## config.mk

```make
export PLATFORM = sky130hd
export DESIGN_NAME = sm3_hash_engine
export DESIGN_NICKNAME = d
export VERILOG_FILES = /design/src/design/sm3_pkg.sv /design/src/design/sm3_round.sv /design/src/design/sm3_hash_engine.sv
export SDC_FILE = /design/constraint.sdc
export NUM_CORES = 2
export LEC_CHECK = 0
export BUFFER_PORTS_ARGS = -buffer_cell sky130_fd_sc_hd__buf_2
export CORE_UTILIZATION = 40
export CTS_BUF_LIST = sky130_fd_sc_hd__clkbuf_2
export CTS_CLUSTER_DIAMETER = 80
export DETAILED_ROUTE_END_ITERATION = 8
export GPL_TIMING_DRIVEN = 0
export PLACE_DENSITY_LB_ADDON = 0.08
export SKIP_LAST_GASP = 1
export SLEW_MARGIN = 0
export SYNTH_ARGS = -nofsm -noshare
export SYNTH_HDL_FRONTEND = slang
export SYNTH_SLANG_ARGS = --single-unit
export TNS_END_PERCENT = 5
```

## constraint.sdc

```tcl
create_clock -name clk_i -period 15.65 [get_ports clk_i]
set_input_delay 3.13 -clock clk_i [delete_from_list [all_inputs] [get_ports clk_i]]
set_output_delay 3.13 -clock clk_i [all_outputs]
set_load 0.01 [all_outputs]
```

## src/design/sm3_pkg.sv

```systemverilog
// ----------------------------------------------------------------------------
// SM3 package
// Shared constants, types and round helper functions for the SM3 engine.
// ----------------------------------------------------------------------------
package sm3_pkg;

  localparam logic [31:0] IV0 = 32'h7380166f;
  localparam logic [31:0] IV1 = 32'h4914b2b9;
  localparam logic [31:0] IV2 = 32'h172442d7;
  localparam logic [31:0] IV3 = 32'hda8a0600;
  localparam logic [31:0] IV4 = 32'ha96f30bc;
  localparam logic [31:0] IV5 = 32'h163138aa;
  localparam logic [31:0] IV6 = 32'he38dee4d;
  localparam logic [31:0] IV7 = 32'hb0fb0e4e;
  localparam logic [31:0] TJ_LO = 32'h79cc4519;
  localparam logic [31:0] TJ_HI = 32'h7a879d8a;
  localparam logic [7:0]  PAD_BYTE = 8'h80;
  localparam logic [5:0]  LEN_POS = 6'd56;

  typedef enum logic [2:0] {
    ST_IDLE,
    ST_COMP,
    ST_PAD,
    ST_LEN,
    ST_OUT
  } state_e;

  function automatic logic [31:0] rotl(input logic [31:0] x, input logic [4:0] n);
    logic [63:0] d;
    d = {x, x} << n;
    return d[63:32];
  endfunction

  function automatic logic [31:0] perm0(input logic [31:0] x);
    return x ^ rotl(x, 5'd9) ^ rotl(x, 5'd17);
  endfunction

  function automatic logic [31:0] perm1(input logic [31:0] x);
    return x ^ rotl(x, 5'd15) ^ rotl(x, 5'd23);
  endfunction

endpackage

```

## src/design/sm3_round.sv

```systemverilog
// ----------------------------------------------------------------------------
// SM3 round unit
// One compression round and one message-expansion step per cycle, shared
// over all 64 rounds of a block.
// ----------------------------------------------------------------------------
module sm3_round import sm3_pkg::*; (
  input  logic [5:0]       rnd_i,
  input  logic [31:0]      v_i [8],
  input  logic [31:0]      w_i [16],
  output logic [31:0]      v_o [8],
  output logic [31:0]      wnew_o
);

  logic [31:0] a12, ss1, ss2, ff, gg, tt1, tt2, tj, wj, wpj;

  always_comb begin
    // window holds w[j..j+15]; new word is w[j+16]
    wnew_o = perm1(w_i[0] ^ w_i[7] ^ rotl(w_i[13], 5'd15)) ^ rotl(w_i[3], 5'd7) ^ w_i[10];
    wj  = w_i[0];
    wpj = w_i[0] ^ w_i[4];
    tj  = rnd_i[5:4] == 2'd0 ? TJ_LO : TJ_HI;
    a12 = rotl(v_i[0], 5'd12);
    ss1 = rotl(a12 + v_i[4] + rotl(tj, rnd_i[4:0]), 5'd7);
    ss2 = ss1 ^ a12;
    if (rnd_i[5:4] == 2'd0) begin
      ff = v_i[0] ^ v_i[1] ^ v_i[2];
      gg = v_i[4] ^ v_i[5] ^ v_i[6];
    end else begin
      ff = (v_i[0] & v_i[1]) | (v_i[0] & v_i[2]) | (v_i[1] & v_i[2]);
      gg = (v_i[4] & v_i[5]) | (~v_i[4] & v_i[6]);
    end
    tt1 = ff + v_i[3] + ss2 + wpj;
    tt2 = gg + v_i[7] + ss1 + wj;
    v_o[0] = tt1;
    v_o[1] = v_i[0];
    v_o[2] = rotl(v_i[1], 5'd9);
    v_o[3] = v_i[2];
    v_o[4] = perm0(tt2);
    v_o[5] = v_i[4];
    v_o[6] = rotl(v_i[5], 5'd19);
    v_o[7] = v_i[6];
  end

endmodule

```

## src/design/sm3_hash_engine.sv

```systemverilog
// ----------------------------------------------------------------------------
// SM3 hash engine
// Byte-serial SM3 hash with padding and a 256-bit digest as eight words.
// ----------------------------------------------------------------------------
//  channel | signals                                   | direction
//  in      | in_valid_i/in_ready_o, data_byte_i, ...   | request in
//  out     | out_valid_o/out_ready_i, digest_word_o ...| eight words out
//
// A byte that does not fill the block is written into the buffer. A
// byte filling the block is accepted, then runs 64 rounds at one per cycle
// through the shared round unit, then the chaining update. A finish takes up
// to two compressions, padding byte by byte up to the end of each block, and
// then sends eight output words that wait on out_ready_i. Reset restores the
// initial value; the buffer is not cleared.
module sm3_hash_engine import sm3_pkg::*; (
  input  logic        clk_i,
  input  logic        rst_ni,
  input  logic        in_valid_i,
  output logic        in_ready_o,
  input  logic [7:0]  data_byte_i,
  input  logic        has_byte_i,
  input  logic        end_of_message_i,
  output logic        out_valid_o,
  input  logic        out_ready_i,
  output logic [31:0] digest_word_o,
  output logic [2:0]  word_index_o,
  output logic        last_word_o
);

  state_e      state_q, state_d;
  logic [31:0] cv_q [8];
  logic [31:0] v_q [8];
  logic [31:0] w_q [16];
  logic [31:0] v_nx [8];
  logic [31:0] wnew;
  logic [5:0]  fill_q;
  logic [63:0] len_q;
  logic [6:0]  rnd_q;
  logic        fin_q;    // compression belongs to a finish
  logic        final_q;  // this compression is the last of the message
  logic [2:0]  oidx_q;
  logic        acc;
  logic        pad_done_q; // 0x80 already written in this finish

  assign acc = in_valid_i && in_ready_o;
  assign in_ready_o = (state_q == ST_IDLE);
  assign out_valid_o = (state_q == ST_OUT);
  assign digest_word_o = cv_q[oidx_q];
  assign word_index_o = oidx_q;
  assign last_word_o = (oidx_q == 3'd7);

  sm3_round u_round (
    .rnd_i (rnd_q[5:0]),
    .v_i   (v_q),
    .w_i   (w_q),
    .v_o   (v_nx),
    .wnew_o(wnew)
  );

  always_ff @(posedge clk_i or negedge rst_ni) begin
    if (!rst_ni) begin
      state_q <= ST_IDLE;
    end else begin
      state_q <= state_d;
    end
  end

  // byte written into the word window this cycle
  logic       wr_en;
  logic [7:0] wr_byte;
  logic       start_comp;

  always_comb begin
    state_d = state_q;
    wr_en = 1'b0;
    wr_byte = data_byte_i;
    start_comp = 1'b0;
    unique case (state_q)
      ST_IDLE: begin
        if (acc) begin
          if (has_byte_i) begin
            wr_en = 1'b1;
            if (fill_q == 6'd63) begin
              start_comp = 1'b1;
              state_d = ST_COMP;
            end else if (end_of_message_i) begin
              state_d = ST_PAD;
            end
          end else if (end_of_message_i) begin
            state_d = ST_PAD;
          end
        end
      end
      ST_COMP: begin
        if (rnd_q == 7'd64) begin
          if (final_q) state_d = ST_OUT;
          else if (fin_q) state_d = ST_PAD;
          else state_d = ST_IDLE;
        end
      end
      ST_PAD: begin
        // first pad step writes 0x80, later ones zero the block
        wr_en = 1'b1;
        wr_byte = pad_done_q ? 8'h00 : PAD_BYTE;
        if (fill_q == 6'd63) begin
          start_comp = 1'b1;
          state_d = ST_COMP;
        end else if (fill_q == 6'd55) begin
          state_d = ST_LEN;
        end else begin
          state_d = ST_LEN;
        end
        if (fill_q > 6'd55 && fill_q != 6'd63) state_d = ST_PAD;
      end
      ST_LEN: begin
        wr_en = 1'b1;
        if (fill_q < LEN_POS) wr_byte = 8'h00;
        else wr_byte = len_q[8'd63 - {fill_q[2:0], 3'b000} -: 8];
        if (fill_q == 6'd63) begin
          start_comp = 1'b1;
          state_d = ST_COMP;
        end
      end
      ST_OUT: begin
        if (out_ready_i && oidx_q == 3'd7) state_d = ST_IDLE;
      end
      default: state_d = ST_IDLE;
    endcase
  end

  always_ff @(posedge clk_i or negedge rst_ni) begin
    if (!rst_ni) begin
      cv_q <= '{IV0, IV1, IV2, IV3, IV4, IV5, IV6, IV7};
      fill_q <= '0;
      len_q <= '0;
      rnd_q <= '0;
      fin_q <= 1'b0;
      final_q <= 1'b0;
      oidx_q <= '0;
      pad_done_q <= 1'b0;
    end else begin
      if (acc) begin
        fin_q <= end_of_message_i;
        final_q <= 1'b0;
        pad_done_q <= 1'b0;
        if (has_byte_i) len_q <= len_q + 64'd8;
      end
      if (wr_en) fill_q <= fill_q + 6'd1;
      if (state_q == ST_PAD && !pad_done_q) pad_done_q <= 1'b1;
      if (state_q == ST_LEN && fill_q == 6'd63) final_q <= 1'b1;
      if (start_comp) rnd_q <= '0;
      if (state_q == ST_COMP) begin
        rnd_q <= rnd_q + 7'd1;
        if (rnd_q == 7'd64) begin
          for (int k = 0; k < 8; k++) cv_q[k] <= cv_q[k] ^ v_q[k];
        end
      end
      if (state_q == ST_OUT && out_ready_i) begin
        oidx_q <= oidx_q + 3'd1;
        if (oidx_q == 3'd7) begin
          cv_q <= '{IV0, IV1, IV2, IV3, IV4, IV5, IV6, IV7};
          len_q <= '0;
          fill_q <= '0;
        end
      end
    end
  end

  // Working variables and message window: payload, no reset.
  always_ff @(posedge clk_i) begin
    if (wr_en) begin
      w_q[fill_q[5:2]][8'd31 - {fill_q[1:0], 3'b000} -: 8] <= wr_byte;
    end
    if (start_comp) begin
      v_q <= cv_q;
    end
    if (state_q == ST_COMP && rnd_q < 7'd64) begin
      v_q <= v_nx;
      for (int k = 0; k < 15; k++) w_q[k] <= w_q[k + 1];
      w_q[15] <= wnew;
    end
  end

endmodule

```

==> results.md <==
* Worst r2r dst: v_q[126]
* Vias after detailed routing at 52,100
* Netlist cell types at 86
* Avg Inst Size Synth at 10.0 µm²
* Main combinational cell family by area after synthesis: simple AND/OR/NAND/NOR gates
* Top post-synthesis cells by area: edfxtp_1 (36%), nand2_1 (9.2%), dfrtp_1 (8.6%)
* Post-DP Area at 67,500 µm²
* DP HPWL at 218 mm
* Clk_skew at 0.199 ns
* Final ANT Viol Nets at 0
* Worst min path class: reg2reg
* Synthesized instance count at 6,409
* First-pass GRT wire length at 386 mm
* Clk_lat worst skew at 1.87 ns
* Required time of the critical path at 17.18 ns
* Routability Congestion at 1.01
* Post-Synth Adder-Cell Area at 7.93%
* Cts hold-fix bufs at 0
* Crit path max fanout at 13
* Mux cell area share after synthesis at 4.43%
* Cell family contributing the most delay on the critical path: compound AO/OA/AOI/OAI gates
* Nature of the critical path startpoint: flop
* Post-synthesis simple-gate area fraction at 14.7%
* Worst vdd rail ir drop at 0.0767 mV
* Initial antenna violation count at 11
* Synth Net Count at 6,718
* Grt total ovfl at 0
* Post-synth top cells: nand2_1 (1,581), o21ai_0 (850), edfxtp_1 (768)
* Relative slew slack at -10.6%
* Synth Area in Compound Gates at 11.7%
* CTS Sinks at 1,107
* Clock-pin slew on the worst setup and hold paths at 0.12 ns
* Worst reg-to-reg path cell count at 37
* Full die area at 162,000 µm²
* Synth area leader: edfxtp_1
* Slew @ Worst Pin at 1.64 ns
* Max-cap viol count at 3
* Min-Delay Endpoint: w_q[155]
* Clk buf depth at 4
* Fmax at 0.0738 GHz
* Number of instances resized during post-cts repair at 0
* Leak at 28.6 nW
* Non-filler cells, final at 9,131
* Drt drc at 0
* Die Y at 403 µm
* Average vias per placed instance at 5.71
* Fraction of layout cells with a size suffix above 1 at 12.7%
* Initial Utilization at 40.5%
* First-pass iteration count of the detailed router at 6
* Number of global-route vias before repair at 50,800
* Final period utilization at 86.5%
* CP bufs+invs at 6
* Slowest-stage cell, CP: buf_1
* Crit Path Class: reg2reg
* Setup bufs post-CTS at 0
* # rows at 146
* DR iter-0 viols at 5,526
* Failing checks: max-capacitance violations, max-slew violations
* All-Layer GR Usage at 34.1%
* # nets final at 7,122
* Synthesis-to-layout area growth at 9.41%
* Placed Instances at 8,548
* Design area at 70,400 µm²
* Min-delay src: w_q[123]
* CP Capture Type: flop
* Register area share after synthesis at 49.3%
* CTS tree: yes
* EDFF count, synth at 768
* WL final at 277 mm
* Final Hold Fails at 0
* I/O Pins at 52
* CP max stage delay at 1.09 ns
* Mapped Area at 64,300 µm²
* Fin crit period at 13.54 ns
* CTS root buffer: clkbuf_2
* Htree depth at 5
* TritonCTS Buffers at 331
* WHS Path Cells at 2
* Synth top area share at 35.9%
* Final setup violation count at 0
* Pre-CTS setup slack at 2.44 ns
* Most common cell on crit path: o21ai_0
* Total of warnings raised by yosys at 0
* Port Buf Inserts at 51
* RSZ-0062 raised after global routing: no
* Crit path DAT at 15.08 ns
* WHS at 0.435 ns
* XOR/XNOR Fraction of Synth Area at 8.80%
* Largest net degree at the start of global routing at 99
* WL/cell at 30.3 µm
* Core region area at 159,000 µm²
* Final slew viol count at 10
* TNS Setup at 0 ns
* R2r setup slk at 2.11 ns
* Slack of the critical path at 2.11 ns
* Reg2Reg Launch Point: rnd_q[4]
* Die W at 403 µm
* Register bit total from synthesis at 1,107
* Pwr dens at 76.2 nW/µm²
* Post-synth top flop: edfxtp_1
* Run status: finished, violations left
* Post-synthesis async set-or-reset flop share at 30.6%
* Most numerous cell in the Yosys netlist: nand2_1
worst min-delay path, cell delays in order (launching register included):
cell      delay (ns)
edfxtp_1        0.33
nand2_1         0.04
o21ai_0         0.05
flip-flops by register name (all words and copies together) (netlist names), 3 cells and up:
name,flops
rnd_q,7
word_index_o,3
state_q,3
v_q,256
fill_q,6
w_q,512
cv_q,256
len_q,61
layer usage:
layer / vias up / GRT usage [%] / part of all wire (%)
li1: 23100 / - / -
met1: 25900 / 44.1 / 40
met2: 2465 / 52.5 / 45
met3: 608 / 6.89 / 8.1
met4: 6 / 20.9 / 6.9
met5: - / 0 / 0.015
worst max path at each step:
stage	from	endpoint	slack [ns]	depth (start not counted)
2_1_floorplan	in_valid_i	v_q[0]	5.53	6
3_3_place_gp	state_q[2]	v_q[79]	-0.11	8
3_5_place_dp	rnd_q[5]	v_q[126]	2.44	37
4_1_cts	rnd_q[4]	v_q[126]	2.37	37
5_1_grt	rnd_q[4]	v_q[126]	1.75	37
6_report	rnd_q[4]	v_q[126]	2.11	37
where the power goes:
group	total [mW]	switching [mW]	internal (mW)
clock	2.22	1.35	0.869
sequential	3.10	0	3.10
combinational	0.0380	0.0323	0.00569
through the flow:
step                      power [mW]  util (%)
after floorplan                 3.17         -
after global placement          3.20      42.3
after detailed placement        3.20      42.5
after CTS                       5.40      44.2
after global routing            5.55      44.3
final                           5.36      44.3
cells in the final DEF (no fill, tap or decap), types with 14 or more instances in the layout:
cell      instances
o211ai_1         17
edfxtp_1        768
and2_1           14
nand2_1        1580
dfrtp_1         220
nand3_1          57
o21bai_1         16
mux2_2           68
buf_2            56
nand4_1          20
o21a_1           14
mux4_2           78
fa_1            188
clkbuf_1        302
o21ai_0         838
a31oi_1          37
and3_1          149
ha_1            107
buf_1            26
dfstp_2         119
clkinv_1         47
inv_1           216
xnor2_1         290
o22ai_1          37
xor2_1          342
o21ai_1          25
clkbuf_2        512
a21o_1           49
nor2_1          323
mux2i_1          33
nand2b_1         22
nor3_1           53
a21oi_1         244
area by class of cell:
cell class	instances	area [µm²]
antenna	10	25.0
clock inverter	58	250
fill	15600	88500
inverter	217	815
timing repair buffer	71	608
tap	2072	2590
clock buffer	511	2560
sequential	1107	31700
multi-input combinational	4752	30600
buffer	333	1260
cells by family (layout without fill, tap and decap cells):
kind of cell	after synthesis	in the layout
AOI/OAI and AO/OA	1358	1358
xor gates and xnor gates	638	638
adders and majority gates	295	295
buffers and inverters	550	1190
DFF	1107	1107
muxes	179	179
other	0	10
and+or+nand+nor	2282	2282
Power figures use the tool's default switching activity.
